$ cat src/sv/mrfr_pkg.sv
// Shared types, codes and the helper function of the Modbus RTU frame receiver.
package mrfr_pkg;

   localparam int MAX_FRAME_BYTES_DEFAULT = 256;

   localparam logic [7:0]  OWN_ADDRESS_RESET  = 8'd255;
   localparam logic [15:0] BYTE_TIMEOUT_RESET = 16'd500;
   localparam logic [15:0] CRC_INIT           = 16'hFFFF;
   localparam logic [15:0] CRC_POLY           = 16'hA001;
   localparam logic [7:0]  BROADCAST_ADDRESS  = 8'd0;

   localparam logic CSR_OWN_ADDRESS  = 1'b0;
   localparam logic CSR_BYTE_TIMEOUT = 1'b1;

   localparam logic CMD_BYTE = 1'b0;
   localparam logic CMD_TICK = 1'b1;

   localparam logic [7:0] FC_WRITE_COILS     = 8'd15;
   localparam logic [7:0] FC_WRITE_REGISTERS = 8'd16;
   localparam logic [7:0] FC_MASK_WRITE      = 8'd22;
   localparam logic [7:0] FC_READ_WRITE      = 8'd23;
   localparam logic [7:0] FC_LAST_BASIC      = 8'd6;

   typedef enum logic [2:0] {
      PH_IDLE,
      PH_FUNC,
      PH_META,
      PH_DATA,
      PH_DROP
   } phase_type;

   typedef enum logic [2:0] {
      ST_BUSY,
      ST_OK,
      ST_NOT_US,
      ST_LONG,
      ST_CRC,
      ST_TIMEOUT
   } status_type;

   typedef struct packed {
      logic       valid;
      logic [7:0] byte_out;
      logic [7:0] byte_position;
      logic       frame_end;
      status_type status;
      logic [7:0] function_code;
      logic [8:0] frame_length;
   } result_type;

   // Number of header bytes that follow the function code, zero for unknown codes.
   function automatic logic [3:0] meta_length(input logic [7:0] fc);
      logic [3:0] m;
      m = 4'd0;
      if (fc <= FC_LAST_BASIC) begin
         m = 4'd4;
      end else if (fc == FC_WRITE_COILS || fc == FC_WRITE_REGISTERS) begin
         m = 4'd5;
      end else if (fc == FC_MASK_WRITE) begin
         m = 4'd6;
      end else if (fc == FC_READ_WRITE) begin
         m = 4'd9;
      end
      return m;
   endfunction

endpackage

$ cat src/sv/mrfr_crc.sv
// Byte-wide update of the reflected CRC-16 used by Modbus RTU.
module mrfr_crc (
   input  logic [15:0] crc_old,
   input  logic [7:0]  data,
   output logic [15:0] crc_new
);

   always_comb begin
      logic [15:0] c;
      c = crc_old ^ {8'h00, data};
      for (int k = 0; k < 8; k++) begin
         if (c[0]) begin
            c = (c >> 1) ^ mrfr_pkg::CRC_POLY;
         end else begin
            c = c >> 1;
         end
      end
      crc_new = c;
   end

endmodule

$ cat src/sv/mrfr_frame_fsm.sv
// Frame state, length tracking, CRC check and timeout of the receiver.
module mrfr_frame_fsm #(
   parameter int MAX_FRAME_BYTES = mrfr_pkg::MAX_FRAME_BYTES_DEFAULT
) (
   input  logic                 clock,
   input  logic                 reset,
   input  logic                 fire,
   input  logic                 cmd,
   input  logic [7:0]           rx_byte,
   input  logic [7:0]           own_address,
   input  logic [15:0]          byte_timeout_ticks,
   output mrfr_pkg::result_type result
);

   localparam logic [9:0] MAX_BYTES = 10'(MAX_FRAME_BYTES);

   mrfr_pkg::phase_type phase_ff, phase_in;
   logic [8:0]  rem_ff, rem_in;
   logic [8:0]  cnt_ff, cnt_in;
   logic [15:0] crc_ff, crc_in;
   logic [15:0] one_back_ff, one_back_in;
   logic [15:0] last_ff, last_in;
   logic [7:0]  func_ff, func_in;
   logic [15:0] idle_ff, idle_in;

   logic                start;
   mrfr_pkg::phase_type e_phase;
   logic [8:0]          e_rem, e_cnt, rem_dec, new_cnt, data_len;
   logic [15:0]         e_crc, e_one, e_last, crc_next, idle_inc;
   logic [7:0]          e_func;
   logic [3:0]          meta;

   assign start  = (phase_ff == mrfr_pkg::PH_IDLE);
   assign e_phase = start ? mrfr_pkg::PH_FUNC : phase_ff;
   assign e_rem  = start ? 9'd2 : rem_ff;
   assign e_cnt  = start ? 9'd0 : cnt_ff;
   assign e_crc  = start ? mrfr_pkg::CRC_INIT : crc_ff;
   assign e_one  = start ? mrfr_pkg::CRC_INIT : one_back_ff;
   assign e_last = start ? 16'd0 : last_ff;
   assign e_func = start ? 8'd0 : func_ff;

   assign new_cnt  = e_cnt + 9'd1;
   assign rem_dec  = (e_rem != 9'd0) ? e_rem - 9'd1 : 9'd0;
   assign idle_inc = (idle_ff != 16'hFFFF) ? idle_ff + 16'd1 : idle_ff;
   assign meta     = mrfr_pkg::meta_length(rx_byte);

   mrfr_crc u_crc (
      .crc_old (e_crc),
      .data    (rx_byte),
      .crc_new (crc_next)
   );

   always_comb begin
      phase_in    = phase_ff;
      rem_in      = rem_ff;
      cnt_in      = cnt_ff;
      crc_in      = crc_ff;
      one_back_in = one_back_ff;
      last_in     = last_ff;
      func_in     = func_ff;
      idle_in     = idle_ff;
      data_len    = 9'd2;

      result.valid         = 1'b0;
      result.byte_out      = rx_byte;
      result.byte_position = e_cnt[7:0];
      result.frame_end     = 1'b0;
      result.status        = mrfr_pkg::ST_BUSY;
      result.function_code = func_ff;
      result.frame_length  = cnt_ff;

      if (cmd == mrfr_pkg::CMD_TICK) begin
         if (phase_ff == mrfr_pkg::PH_DROP) begin
            phase_in = mrfr_pkg::PH_IDLE;
            idle_in  = 16'd0;
         end else if (phase_ff != mrfr_pkg::PH_IDLE) begin
            idle_in = idle_inc;
            if (idle_inc >= byte_timeout_ticks) begin
               phase_in             = mrfr_pkg::PH_IDLE;
               idle_in              = 16'd0;
               result.valid         = 1'b1;
               result.byte_out      = 8'd0;
               result.byte_position = 8'd0;
               result.frame_end     = 1'b1;
               result.status        = mrfr_pkg::ST_TIMEOUT;
            end
         end
      end else if (phase_ff != mrfr_pkg::PH_DROP) begin
         phase_in    = e_phase;
         idle_in     = 16'd0;
         cnt_in      = new_cnt;
         rem_in      = rem_dec;
         crc_in      = crc_next;
         one_back_in = e_crc;
         last_in     = {e_last[7:0], rx_byte};
         func_in     = e_func;
         if (rem_dec == 9'd0) begin
            unique case (e_phase)
               mrfr_pkg::PH_FUNC: begin
                  func_in = rx_byte;
                  if (e_last[7:0] != own_address &&
                      e_last[7:0] != mrfr_pkg::BROADCAST_ADDRESS) begin
                     result.status    = mrfr_pkg::ST_NOT_US;
                     result.frame_end = 1'b1;
                     phase_in         = mrfr_pkg::PH_DROP;
                  end else if (meta != 4'd0) begin
                     rem_in   = {5'd0, meta};
                     phase_in = mrfr_pkg::PH_META;
                  end else if ({1'b0, new_cnt} + 10'd2 > MAX_BYTES) begin
                     result.status    = mrfr_pkg::ST_LONG;
                     result.frame_end = 1'b1;
                     phase_in         = mrfr_pkg::PH_IDLE;
                  end else begin
                     rem_in   = 9'd2;
                     phase_in = mrfr_pkg::PH_DATA;
                  end
               end
               mrfr_pkg::PH_META: begin
                  if (e_func == mrfr_pkg::FC_WRITE_COILS ||
                      e_func == mrfr_pkg::FC_WRITE_REGISTERS ||
                      e_func == mrfr_pkg::FC_READ_WRITE) begin
                     data_len = {1'b0, rx_byte} + 9'd2;
                  end
                  if ({1'b0, new_cnt} + {1'b0, data_len} > MAX_BYTES) begin
                     result.status    = mrfr_pkg::ST_LONG;
                     result.frame_end = 1'b1;
                     phase_in         = mrfr_pkg::PH_IDLE;
                  end else begin
                     rem_in   = data_len;
                     phase_in = mrfr_pkg::PH_DATA;
                  end
               end
               default: begin
                  // The CRC travels low byte first.
                  result.status    = (e_one == {rx_byte, e_last[7:0]}) ?
                                     mrfr_pkg::ST_OK : mrfr_pkg::ST_CRC;
                  result.frame_end = 1'b1;
                  phase_in         = mrfr_pkg::PH_IDLE;
               end
            endcase
         end
         result.valid         = 1'b1;
         result.function_code = func_in;
         result.frame_length  = new_cnt;
      end
   end

   always_ff @(posedge clock) begin
      if (reset) begin
         phase_ff <= mrfr_pkg::PH_IDLE;
         idle_ff  <= 16'd0;
         rem_ff   <= 9'd2;
         cnt_ff   <= 9'd0;
         func_ff  <= 8'd0;
      end else if (fire) begin
         phase_ff <= phase_in;
         idle_ff  <= idle_in;
         rem_ff   <= rem_in;
         cnt_ff   <= cnt_in;
         func_ff  <= func_in;
      end
   end

   always_ff @(posedge clock) begin
      if (fire) begin
         crc_ff      <= crc_in;
         one_back_ff <= one_back_in;
         last_ff     <= last_in;
      end
   end

endmodule

$ cat src/sv/modbus_rtu_frame_receiver_top.sv
// Top level of the Modbus RTU frame receiver with input, output and CSR registers.
// A request is registered at its accepting edge and processed once the output register is free or being taken.
// Its result, if any, is registered when the request is processed and stays on rsp until it is taken.
// One request is accepted in every cycle unless a result waits with rsp_tready low.
// Synchronous reset returns to idle, own_address to 255 and the timeout to 500 ticks.
module modbus_rtu_frame_receiver_top #(
   parameter int MAX_FRAME_BYTES = mrfr_pkg::MAX_FRAME_BYTES_DEFAULT
) (
   input  logic        clock,
   input  logic        reset,
   input  logic        req_tvalid,
   output logic        req_tready,
   input  logic [7:0]  req_tdata,   // rx_byte
   input  logic        req_tuser,   // cmd
   output logic        rsp_tvalid,
   input  logic        rsp_tready,
   // byte_out, byte_position, status, function_code, frame_length, zero fill
   output logic [39:0] rsp_tdata,
   output logic        rsp_tlast,   // frame_end
   input  logic        csr_we,
   input  logic        csr_addr,
   input  logic [15:0] csr_wdata
);

   logic        in_valid_ff;
   logic        in_cmd_ff;
   logic [7:0]  in_byte_ff;
   logic        out_valid_ff;
   mrfr_pkg::result_type out_ff;
   mrfr_pkg::result_type result;
   logic [7:0]  own_address_ff;
   logic [15:0] timeout_ff;
   logic        fire;

   assign fire       = in_valid_ff && (!out_valid_ff || rsp_tready);
   assign req_tready = !in_valid_ff || fire;

   always_ff @(posedge clock) begin
      if (reset) begin
         own_address_ff <= mrfr_pkg::OWN_ADDRESS_RESET;
         timeout_ff     <= mrfr_pkg::BYTE_TIMEOUT_RESET;
      end else if (csr_we) begin
         unique case (csr_addr)
            mrfr_pkg::CSR_OWN_ADDRESS:  own_address_ff <= csr_wdata[7:0];
            mrfr_pkg::CSR_BYTE_TIMEOUT: timeout_ff     <= csr_wdata;
            default: ;
         endcase
      end
   end

   always_ff @(posedge clock) begin
      if (reset) begin
         in_valid_ff <= 1'b0;
      end else if (req_tready) begin
         in_valid_ff <= req_tvalid;
      end
   end

   always_ff @(posedge clock) begin
      if (req_tready && req_tvalid) begin
         in_cmd_ff  <= req_tuser;
         in_byte_ff <= req_tdata;
      end
   end

   mrfr_frame_fsm #(
      .MAX_FRAME_BYTES (MAX_FRAME_BYTES)
   ) u_fsm (
      .clock              (clock),
      .reset              (reset),
      .fire               (fire),
      .cmd                (in_cmd_ff),
      .rx_byte            (in_byte_ff),
      .own_address        (own_address_ff),
      .byte_timeout_ticks (timeout_ff),
      .result             (result)
   );

   always_ff @(posedge clock) begin
      if (reset) begin
         out_valid_ff <= 1'b0;
      end else if (fire) begin
         out_valid_ff <= result.valid;
      end else if (rsp_tready) begin
         out_valid_ff <= 1'b0;
      end
   end

   always_ff @(posedge clock) begin
      if (fire && result.valid) begin
         out_ff <= result;
      end
   end

   assign rsp_tvalid = out_valid_ff;
   assign rsp_tlast  = out_ff.frame_end;
   assign rsp_tdata  = {4'd0, out_ff.frame_length, out_ff.function_code, out_ff.status,
                        out_ff.byte_position, out_ff.byte_out};

   a_end_has_status: assert property (@(posedge clock) disable iff (reset)
      rsp_tvalid |-> (rsp_tlast == (rsp_tdata[18:16] != mrfr_pkg::ST_BUSY)))
      else $error("frame end and status disagree");

   a_timeout_empty: assert property (@(posedge clock) disable iff (reset)
      rsp_tvalid && rsp_tdata[18:16] == mrfr_pkg::ST_TIMEOUT |-> rsp_tdata[15:0] == 16'd0)
      else $error("timeout result carries a byte");

   a_stalled_input_held: assert property (@(posedge clock) disable iff (reset)
      in_valid_ff && !fire |=> in_valid_ff && $stable(in_byte_ff) && $stable(in_cmd_ff))
      else $error("pending request lost while output stalled");

   a_position_follows_length: assert property (@(posedge clock) disable iff (reset)
      rsp_tvalid && rsp_tdata[18:16] != mrfr_pkg::ST_TIMEOUT
      |-> rsp_tdata[35:27] == {1'b0, rsp_tdata[15:8]} + 9'd1)
      else $error("byte position and frame length disagree");

endmodule
$ cat config.mk
export PLATFORM = sky130hd
export DESIGN_NAME = modbus_rtu_frame_receiver_top
export DESIGN_NICKNAME = d
export VERILOG_FILES = /design/src/sv/mrfr_pkg.sv /design/src/sv/mrfr_crc.sv /design/src/sv/mrfr_frame_fsm.sv /design/src/sv/modbus_rtu_frame_receiver_top.sv
export SDC_FILE = /design/constraint.sdc
export NUM_CORES = 1
export LEC_CHECK = 0
export BUFFER_PORTS_ARGS = -buffer_cell sky130_fd_sc_hd__buf_2
export CAP_MARGIN = 10
export CORE_AREA = 4 4 94 185
export CTS_CLUSTER_SIZE = 16
export DETAILED_ROUTE_END_ITERATION = 16
export DIE_AREA = 0 0 98 189
export GPL_ROUTABILITY_DRIVEN = 0
export PLACE_DENSITY = 0.74
export SLEW_MARGIN = 20
export SYNTH_ARGS = -nofsm -noshare
export SYNTH_HDL_FRONTEND = slang
export SYNTH_SLANG_ARGS = --single-unit
$ cat constraint.sdc
create_clock -name clock -period 4.5 [get_ports clock]
set_clock_uncertainty 0.1 [all_clocks]
set_input_delay 0.45 -clock clock [delete_from_list [all_inputs] [get_ports clock]]
set_output_delay 0.45 -clock clock [all_outputs]
set_load 0.1 [all_outputs]
-- Word-level counts from Yosys, hierarchy flattened
Index checks and enable logic that the tools add are counted.
- logic and storage cells: 150
- input bits: 31
- bits in registers: 157
- bitwise logic cells: 11
- equal/unequal tests: 16
- reductions and logical operators: 24
- magnitude comparators: 4
- $add $sub $neg: 6
- mux-type cells: 68
- operators by type and width (kind ; count):
    $mux W16 ; 16
    $mux W9 ; 13
    $mux W21 ; 4
    $eq A8 B5 Y1 const B ; 5
    $mux W4 ; 10
    $mux W8 ; 4
    $mux W3 ; 10
    $not A2 Y3 ; 8
    $gt A10 B9 Y1 const B ; 2
    $pmux W9 S2 ; 1
    $mux W17 ; 1
    $add A16 B1 Y16 const B ; 1
    $eq A16 B16 Y1 ; 1
    $eq A8 B4 Y1 const B ; 2
    $ge A16 B16 Y1 ; 1
    $ne A16 B16 Y1 const B ; 1
    $xor A16 B8 Y16 ; 1
    $mux W14 ; 1
    $add A9 B2 Y10 const B ; 1
    $add A9 B9 Y10 ; 1
    $add A8 B2 Y9 const B ; 1
    $add A9 B1 Y9 const B ; 1
    $logic_not A9 Y1 ; 1
    $reduce_bool A9 Y1 ; 1
    other kinds (24) ; 41

-- Logic depth before layout (Yosys ltp)
Gate-level depths: netlist of the first run.
- depth in word-level cells: 19
- depth in mapped cells: 22
- depth with buffers taken out: 19

-- Hierarchy
A second synthesis of the first run with hierarchy kept.
- cells, all modules: 966
- area total of the unflattened synthesis: 9130.0 µm²
- modules (own cells, without submodules) (module ; times used ; cells an instance ; area an instance (µm²)):
    mrfr_frame_fsm ; 1 ; 770 ; 6331.1
    modbus_rtu_frame_receiver_top ; 1 ; 167 ; 2514.9
    mrfr_crc ; 1 ; 29 ; 284.0

-- Least setup slack after synthesis of the first run
OpenSTA, ideal clock, no wires.
- path type: reg2reg
- start point: register u_fsm.idle_ff[3]
- end point: register out_ff (netlist bit rsp_tdata[0]) (enable)
- setup slack: -0.371 ns
- required time: 4.008 ns
- arrival time: 4.380 ns
- cell stages (with the launch flop): 22
- library setup time: 0.392 ns
- clock period less this slack: 4.871 ns
- buffers on the path: 3
- cell sequence: dfxtp_1 -> buf_2 -> and4_1 -> nand3_1 -> nor2_1 -> nand3_1 -> or2_2 -> clkbuf_1 -> and3_1 -> and3_1 -> xor2_1 -> ha_1 -> a21o_1 -> a21oi_1 -> nor2b_1 -> o21ai_0 -> nand2_1 -> a41oi_1 -> or4b_2 -> clkbuf_1 -> a21o_1 -> inv_1
- cells in the longest elaborated chain, start to end: 8
- elaborated cells between the ends (all ways): 9
- those cells by class: 1 x add/sub; 1 x order compare; 1 x eq/ne; 5 x mux; 1 x reduce/logical
- ends and longest elaborated chain (what ; RTL line ; source):
    start, declared ; mrfr_frame_fsm.sv:24 ; logic [15:0] idle_ff, idle_in;
    start signal, assigned ; mrfr_frame_fsm.sv:157 ; idle_ff <= idle_in;
    $add A16 B1 Y16 or $ne A16 B16 Y1 (tied branches) ; mrfr_frame_fsm.sv:44 ; assign idle_inc = (idle_ff != 16'hFFFF) ? idle_ff + 16'd1 : idle_ff;
    $mux W16 (*) ; mrfr_frame_fsm.sv:44 ;
    $ge A16 B16 Y1 (*) ; mrfr_frame_fsm.sv:78 ; if (idle_inc >= byte_timeout_ticks) begin
    $mux W21 (*) ; mrfr_frame_fsm.sv:78 ;
    $mux W21 (*) ; mrfr_frame_fsm.sv:76 ; end else if (phase_ff != mrfr_pkg::PH_IDLE) begin
    $mux W21 (*) ; mrfr_frame_fsm.sv:73 ; if (phase_ff == mrfr_pkg::PH_DROP) begin
    $mux W1 (*) ; mrfr_frame_fsm.sv:72 ; if (cmd == mrfr_pkg::CMD_TICK) begin
    $logic_and A1 B1 Y1 (*) ; modbus_rtu_frame_receiver_top.sv:90 ; if (fire && result.valid) begin
    end signal, assigned ; modbus_rtu_frame_receiver_top.sv:91 ; out_ff <= result;
    end, declared ; modbus_rtu_frame_receiver_top.sv:29 ; mrfr_pkg::result_type out_ff;
Mark *: on every way between the ends. The rest lies on a longest branch, timed or not.
A chain may end at the register's enable or synchronous reset.

-- Final worst setup path of the first run
- start point: register u_fsm.idle_ff[5]
- end point: register out_ff (netlist bit rsp_tdata[34]) (enable)
The elaborated chain is that of the path after synthesis.

==> results_dict.tcl, run 1 <==
set metrics [dict create \
    outcome "completed" \
    worstSetupPathType "flop to flop" \
    gr-total-overflow 0 \
    grt_pass1_wl_um 34600 \
    die_w_um 98 \
    worstMarginPinSlew_ps 805 \
    wire_per_inst_um 17.9 \
    coreArea_um2 16100 \
    regArea_um2 3860 \
    cts_root_buf "clkbuf_16" \
    min_path_cells 1 \
    layout_common_cells "nand2_1, nor2_1, edfxtp_1" \
    final_nets 1062 \
    dieArea_um2 18500 \
    wirelength_um 21800 \
    synthTopCellsByArea "edfxtp_1, dfxtp_1, nand2_1" \
    cts.clk_slew.worst_paths_ps 70 \
    hold_violations 0 \
    fillers 1382 \
    die_h_um 189 \
    crit_required_ps 4530 \
    hp-start "req_tdata[3]" \
    ys_async_sr_fraction 0 \
    synth_ff_type "edfxtp_1" \
    io_pins 74 \
    final_common_cell "nand2_1" \
    post_cts_buffers 0 \
    multi_input_comb_area_um2 4430 \
    synth_edf_count 81 \
    grt_use_total 0.232 \
    min_to "in_byte_ff[3]" \
    maxCapViolations 0 \
    period_minus_slack_ps 4250 \
    drc_errors 0 \
    fin_area_um2 9840 \
    critPathLaunchType "flop" \
    synth_top_area_share 0.282 \
    cts_tree "done" \
    grt_max_degree 51 \
    p_leak_nw 3.79 \
    worst-path-max-fanout 18 \
    rrSetupSlack_ps 250 \
    timing.rr.start "u_fsm.idle_ff[5]" \
    rows 66 \
    port_buffers 69 \
    end_kind "flop" \
    fin_crit_sh 0.945 \
    slew_headroom 0.463 \
    r2r_end "rsp_tdata[34]" \
    ys_seq_area_frac 0.446 \
    total_power_mw 3.41 \
    cts_buffer_depth 2 \
    cts_sinks 152 \
    start_util 0.536 \
    setup_viol 0 \
    rsz0062_at_grt "false" \
    dp.final_hpwl_um 15200 \
    maxSlewViolCount 0 \
    reg2regPathDepth 19 \
    grt_pass1_vias 6886 \
    antenna_found_initial 0 \
    dpl_cell_area_um2 9150 \
    yosysTopAreaCell "edfxtp_1" \
    num_vias 7263 \
    htreeDepth 4 \
    synth-seq-cells 152 \
    netlist_area_um2 8640 \
    yosysWarnings 0 \
    hold_path.class "input pin to flop" \
    cts_buffers 17 \
    routed_via_density 5.97 \
    synth_cell_type_count 87 \
    holdBufCountCts 0 \
    p_per_area_nw_per_um2 346 \
    drive_above_1_share 0.154 \
    drtAntennaViolNets 0 \
    cts_resized 0 \
    detail_route.iter0.violations 625 \
    cp.arrival_ps 4290 \
    netlist_instances 943 \
    clk_latency_ps 430 \
    setup-tns-final_ps 0 \
    area_growth_pct 13.9 \
    dr.pass1.iters 5 \
    max_freq_mhz 235 \
    antenna_cells 0 \
    peakVddDrop_v 0.000234 \
    syn_avg_cell_area_um2 9.16 \
]
==> how the worst max path moves through the flow <==
stage | start | depth (start not counted) | end
after floorplan | u_fsm.idle_ff[3] | 21 | rsp_tdata[0]
after global placement | u_fsm.idle_ff[4] | 19 | rsp_tdata[26]
after detailed placement | u_fsm.idle_ff[4] | 19 | rsp_tdata[25]
after CTS | u_fsm.idle_ff[4] | 19 | rsp_tdata[25]
after global routing | u_fsm.idle_ff[6] | 19 | rsp_tdata[31]
final | u_fsm.idle_ff[5] | 19 | rsp_tdata[34]
==> layer usage <==
metal	track usage	share of wire	vias up
met1	0.274	0.39	3450
li1	-	-	3462
met2	0.397	0.50	275
met5	0	0	-
met3	0.0417	0.052	76
met4	0.125	0.049	0
==> cell type report <==
type,instances,share of cell area
inverter,44,0.0172
clock buffer,18,0.0436
sequential,152,0.392
timing repair buffer,87,0.0519
tap,204,0.0259
clock inverter,14,0.0200
multi-input combinational,697,0.450
==> flip-flops by register name (all words and copies together), names as in the netlist, 9 cells and up <==
name / count
u_fsm.one_back_ff: 16
u_fsm.idle_ff: 16
rsp_tdata: 36
timeout_ff: 16
u_fsm.crc_ff: 11
u_fsm.cnt_ff: 9
u_fsm.rem_ff: 9
==> report_power, final <==
part | internal, mW | switching (mW) | total, mW
Clock | 0.933 | 0.599 | 1.53
Combinational | 0.100 | 0.226 | 0.326
Sequential | 1.51 | 0.0417 | 1.55
Total | 2.54 | 0.867 | 3.41
==> cell families after synthesis <==
group,count (synthesis),share of synthesized area
fa+ha+maj,33,0.0484
buf+inv,97,0.0478
simple gates,377,0.219
flops,152,0.446
mux,7,0.00869
compound gates,210,0.161
other cells,1,0.000434
xor+xnor,66,0.0691
==> cells in the mapped netlist, drive strengths merged, types with 3 or more instances <==
| library cell | n |
|---|---|
| a21oi | 66 |
| nor2 | 92 |
| xnor2 | 37 |
| nand3 | 37 |
| buf | 19 |
| edfxtp | 81 |
| ha | 31 |
| nor3b | 4 |
| dfxtp | 71 |
| xor2 | 29 |
| and2 | 19 |
| nand4b | 3 |
| or2 | 4 |
| nor2b | 9 |
| o21ai | 39 |
| a22oi | 13 |
| o21a | 6 |
| a41oi | 5 |
| mux2 | 4 |
| nand4 | 11 |
| o31ai | 3 |
| nand2b | 21 |
| a22o | 8 |
| a211oi | 10 |
| or3 | 7 |
| mux2i | 3 |
| and4 | 4 |
| nor3 | 14 |
| and3 | 12 |
| nor4bb | 3 |
| nor4 | 8 |
| o211ai | 17 |
| a21o | 9 |
| inv | 44 |
| nand2 | 116 |
| nand3b | 7 |
| clkbuf | 34 |
| a31oi | 7 |
| o32ai | 3 |
==> critical path: stages (launching register included) <==
cell and delay, ps:
dfxtp_1 380, and4_1 250, nand3_2 130, nor2_4 150, nand3_1 150, or2_4 300, and3_2 260, and3_1 220
xor2_1 140, ha_1 160, a21o_1 120, a21oi_1 60, nor2b_1 90, o21ai_0 80, nand2_1 70, a41oi_1 50
or4b_2 650, a21o_1 240, clkinvlp_4 150, clkbuf_16 210
==> stage by stage <==
stage               hold slack, ps  utilization  cells  setup slack [ps]
floorplan                      324            -    946              17.6
global placement               343        0.568   1183               246
detailed placement             354        0.568   1183               171
CTS                           76.3        0.607   1215               110
global route                  82.9        0.611   1216              14.3
finish                        92.3        0.611   1216               247
(Power assumes the default switching activity.)
==> run 2: changes to the inputs <==
Settings changed: CORE_AREA 4 4 94 185 to 4 4 99 195, DIE_AREA 0 0 98 189 to 0 0 103 199, PLACE_DENSITY 0.74 to 0.67.
==> results_dict.tcl, run 2 (synthesis gave the netlist of run 1 again) <==
set metrics [dict create \
    outcome "completed" \
    largest_reg_flops 36 \
    cts_tree "done" \
    end_kind "flop" \
    port_buffers 69 \
    grt_pass1_wl_um 36100 \
    routed_via_density 5.77 \
    cts_sinks 152 \
    num_vias 7144 \
    drive_above_1_share 0.157 \
    maxSlewViolCount 0 \
    cp_cell_sequence "and4_1, nand3_1, nor2_2, nand3_1, or2_4, and3_1, and3_1, xor2_1, ha_1, a21o_1, a21oi_1, nor2b_1, o21ai_0, nand2_1, a41oi_1, or4b_2, a21o_1, clkinvlp_4, buf_12" \
    dp.final_hpwl_um 17000 \
    multi_input_comb_area_um2 4390 \
    antenna_found_initial 0 \
    slew_headroom 0.300 \
    hold_path.class "input pin to flop" \
    worst_slack_ps 248 \
    grt_max_degree 51 \
    start_util 0.486 \
    p_per_area_nw_per_um2 344 \
    grt_util_met3 0.0358 \
    fillers 1639 \
    die_h_um 199 \
    io_pins 74 \
    wirelength_um 22500 \
    maxCapViolations 0 \
    fin_hold_ws_ps 95.3 \
    hold_violations 0 \
    clk_latency_ps 430 \
    final_common_cell "nand2_1" \
    gr-total-overflow 0 \
    wire_per_inst_um 18.2 \
    crit_required_ps 4540 \
    total_power_mw 3.41 \
    place_worst_setup_slack_ps 201 \
    area_growth_pct 14.7 \
    detail_route.iter0.violations 416 \
    p_leak_nw 3.86 \
    grt_pass1_vias 7074 \
    critPathLaunchType "flop" \
    fin_util 0.557 \
    grt.busiest_layer "met2" \
    max_freq_mhz 235 \
    period_minus_slack_ps 4250 \
    dr.pass1.iters 6 \
    coreArea_um2 17800 \
    rows 69 \
    final_nets 1075 \
    setup_viol 0 \
    fin_crit_sh 0.945 \
    grt_use_total 0.232 \
    critPathMaxStageDelay_ps 660 \
    cts_buffers 17 \
    cp.arrival_ps 4290 \
    rrSetupSlack_ps 250 \
    dieArea_um2 20500 \
    die_w_um 103 \
    regArea_um2 3850 \
    drc_errors 0 \
    drtAntennaViolNets 0 \
    cts.clk_slew.worst_paths_ps 70 \
    cts_root_buf "clkbuf_16" \
    worstSetupPathType "flop to flop" \
    htreeDepth 4 \
    antenna_cells 0 \
    grtUsageMet1 0.236 \
    worst-path-max-fanout 18 \
    cts_buffer_depth 2 \
    grt.met2_usage 0.429 \
    layout_common_cells "nand2_1, nor2_1, edfxtp_1" \
    cpMaxStageDelayCell "or4b_2" \
    peakVddDrop_v 0.000265 \
    rsz0062_at_grt "true" \
    worstMarginPinSlew_ps 1050 \
]
-- run 2: power by group --
group	switching, mW	internal (mW)
Sequential	0.0343	1.51
Combinational	0.236	0.105
Clock	0.586	0.937
Total	0.856	2.55
-- run 2: layout make-up --
type | instances | share of cell area
tap | 213 | 0.0269
clock buffer | 19 | 0.0437
sequential | 152 | 0.389
inverter | 44 | 0.0171
clock inverter | 13 | 0.0195
multi-input combinational | 697 | 0.443
timing repair buffer | 100 | 0.0609
-- run 2: final timing paths --
path	startpoint	cells past startpoint	end
max	u_fsm.idle_ff[6]	19	rsp_tdata[17]
min	req_tdata[1]	1	in_byte_ff[1]
max reg2reg	u_fsm.idle_ff[6]	19	rsp_tdata[17]
min reg2reg	timeout_ff[1]	2	timeout_ff[1]
-- run 2: timing repair --
item / in CTS / in global routing
gates resized for setup: 0 / 1
setup endpoints to repair: 0 / 38
buffers inserted: 0 / 2
hold buffers: 0 / 0
-- run 2: metrics by stage --
stage               setup TNS [ps]  area, µm²  cells
finish                           0       9910   1238
global route                 -3.41       9910   1238
CTS                              0       9890   1236
detailed placement               0       9260   1204
global placement                 0       9260   1204
floorplan                        0       8660    946
-- run 2: critical path: cells and delay by family, from the launching register on --
| family | cells | cell delay, ps |
|---|---|---|
| AND/OR/NAND/NOR | 10 | 2240 |
| adder cells (fa/ha/maj) | 1 | 160 |
| flip-flops | 1 | 390 |
| buffers and inverters | 2 | 360 |
| AO/OA/AOI/OAI | 5 | 550 |
| XOR/XNOR | 1 | 160 |
-- run 2: layer usage --
| layer | vias to the layer above | part of all wire |
|---|---|---|
| met5 | - | 0 |
| met4 | 0 | 0.056 |
| met3 | 76 | 0.045 |
| met2 | 234 | 0.55 |
| met1 | 3343 | 0.35 |
| li1 | 3491 | - |
==> run 3: changes to the inputs <==
Settings changed: MAX_ROUTING_LAYER set to met4, PLACE_DENSITY 0.67 to 0.65.
Clock period 4.5 ns to 4.99 ns, I/O delays scaled along.
==> results_dict.tcl, run 3 (synthesis gave the netlist of run 1 again) <==
set metrics [dict create \
    max_freq_mhz 220 \
    crit_required_ps 5010 \
    htreeDepth 4 \
    p_per_area_nw_per_um2 309 \
    fillers 1635 \
    outcome "completed" \
    drtAntennaViolNets 0 \
    dr.pass1.iters 5 \
    cts_tree "done" \
    cts_resized 0 \
    maxCapViolations 0 \
    regArea_um2 3850 \
    holdBufCountCts 0 \
    cts.clk_slew.worst_paths_ps 70 \
    cts_sinks 152 \
    dieArea_um2 20500 \
    hold_violations 0 \
    num_vias 7081 \
    drc_errors 0 \
    worstSetupPathType "flop to flop" \
    cts_buffer_depth 2 \
    grt_pass1_wl_um 35400 \
    largest_reg_flops 36 \
    start_util 0.486 \
    routed_via_density 5.81 \
    worst-path-max-fanout 37 \
    multi_input_comb_area_um2 4390 \
    p_leak_nw 3.75 \
    grt_use_total 0.233 \
    die_h_um 199 \
    slew_headroom 0.308 \
    wirelength_um 22400 \
    coreArea_um2 17800 \
    end_kind "flop" \
    hold_path.class "input pin to flop" \
    fin_hold_ws_ps 140 \
    final_nets 1056 \
    worstMarginPinSlew_ps 1040 \
    setup_viol 0 \
    rsz0062_at_grt "false" \
    cts_buffers 17 \
    peakVddDrop_v 0.000231 \
    grt_pass1_vias 6880 \
    io_pins 74 \
    fin_crit_sh 0.910 \
    clk_latency_ps 430 \
    drive_above_1_share 0.142 \
    dp.final_hpwl_um 16700 \
    antenna_cells 0 \
    layout_common_cells "nand2_1, nor2_1, edfxtp_1" \
    rows 69 \
    antenna_found_initial 0 \
    critPathLaunchType "flop" \
    wire_per_inst_um 18.4 \
    gr-total-overflow 0 \
    area_growth_pct 12.5 \
    cp.arrival_ps 4560 \
    final_common_cell "nand2_1" \
    setup-tns-final_ps 0 \
    grt_max_degree 52 \
    period_minus_slack_ps 4540 \
    maxSlewViolCount 0 \
    detail_route.iter0.violations 472 \
    port_buffers 69 \
    cts_root_buf "clkbuf_16" \
    post_cts_buffers 0 \
    fin_util 0.546 \
    die_w_um 103 \
]
run 3: cell types whose count changed in the layout (fill, tap and decap cells not counted), moves of 2 or more:
cell	change
buf_4	-18
clkinvlp_4	+3
bufinv_16	-2
clkbuf_1	-2
clkinv_2	-2
clkinv_4	-2
run 3: per-stage QoR:
stage               cells  cell area, µm²  worst slack [ps]  power, mW
floorplan             946            8650               119       1.64
global placement     1187            9120               498       1.71
detailed placement   1187            9120               485       1.71
CTS                  1219            9710               406       3.02
global route         1219            9720               110       3.10
finish               1219            9720               447       3.00
run 3: power breakdown:
| part | leakage [nW] | switching, mW | internal [mW] | total, mW |
|---|---|---|---|---|
| clock network | 0.277 | 0.556 | 0.760 | 1.32 |
| registers | 1.31 | 0.0387 | 1.36 | 1.40 |
| logic | 2.16 | 0.201 | 0.0872 | 0.288 |
| total | 3.75 | 0.796 | 2.21 | 3.00 |
run 3: layout make-up:
cell class              count  area share
inverters                  44      0.0170
flip-flops and latches    152       0.397
well taps                 213      0.0274
clock inverters            14      0.0164
clock buffers              18      0.0452
repair buffers             81      0.0461
multi-input cells         697       0.451
run 3: metal layers:
metal / global-route usage / part of all wire / vias up
met5: - / 0 / -
met4: 0.133 / 0.055 / 0
met3: 0.0340 / 0.037 / 76
met2: 0.416 / 0.54 / 193
met1: 0.236 / 0.37 / 3362
li1: - / - / 3450
run 3: path summary, 6_finish.rpt:
check / start / endpoint / slack [ps] / cells past startpoint
max: u_fsm.idle_ff[3] / rsp_tdata[10] / 450 / 19
min: req_tuser / in_cmd_ff / 140 / 1
max reg2reg: u_fsm.idle_ff[3] / rsp_tdata[10] / 450 / 19
min reg2reg: timeout_ff[3] / timeout_ff[3] / 360 / 2
run 3: worst max-delay path, stage by stage (launching register included):
cell	delay [ps]
dfxtp_1	460
and4_1	270
nand3_1	130
nor2_1	270
nand3_1	150
or2_2	360
and3_1	260
and3_1	230
xor2_1	170
ha_1	170
a21o_1	110
a21oi_1	60
nor2b_1	110
o21ai_0	80
nand2_1	70
a41oi_1	50
or4b_2	660
a21o_1	210
inv_1	90
buf_12	220
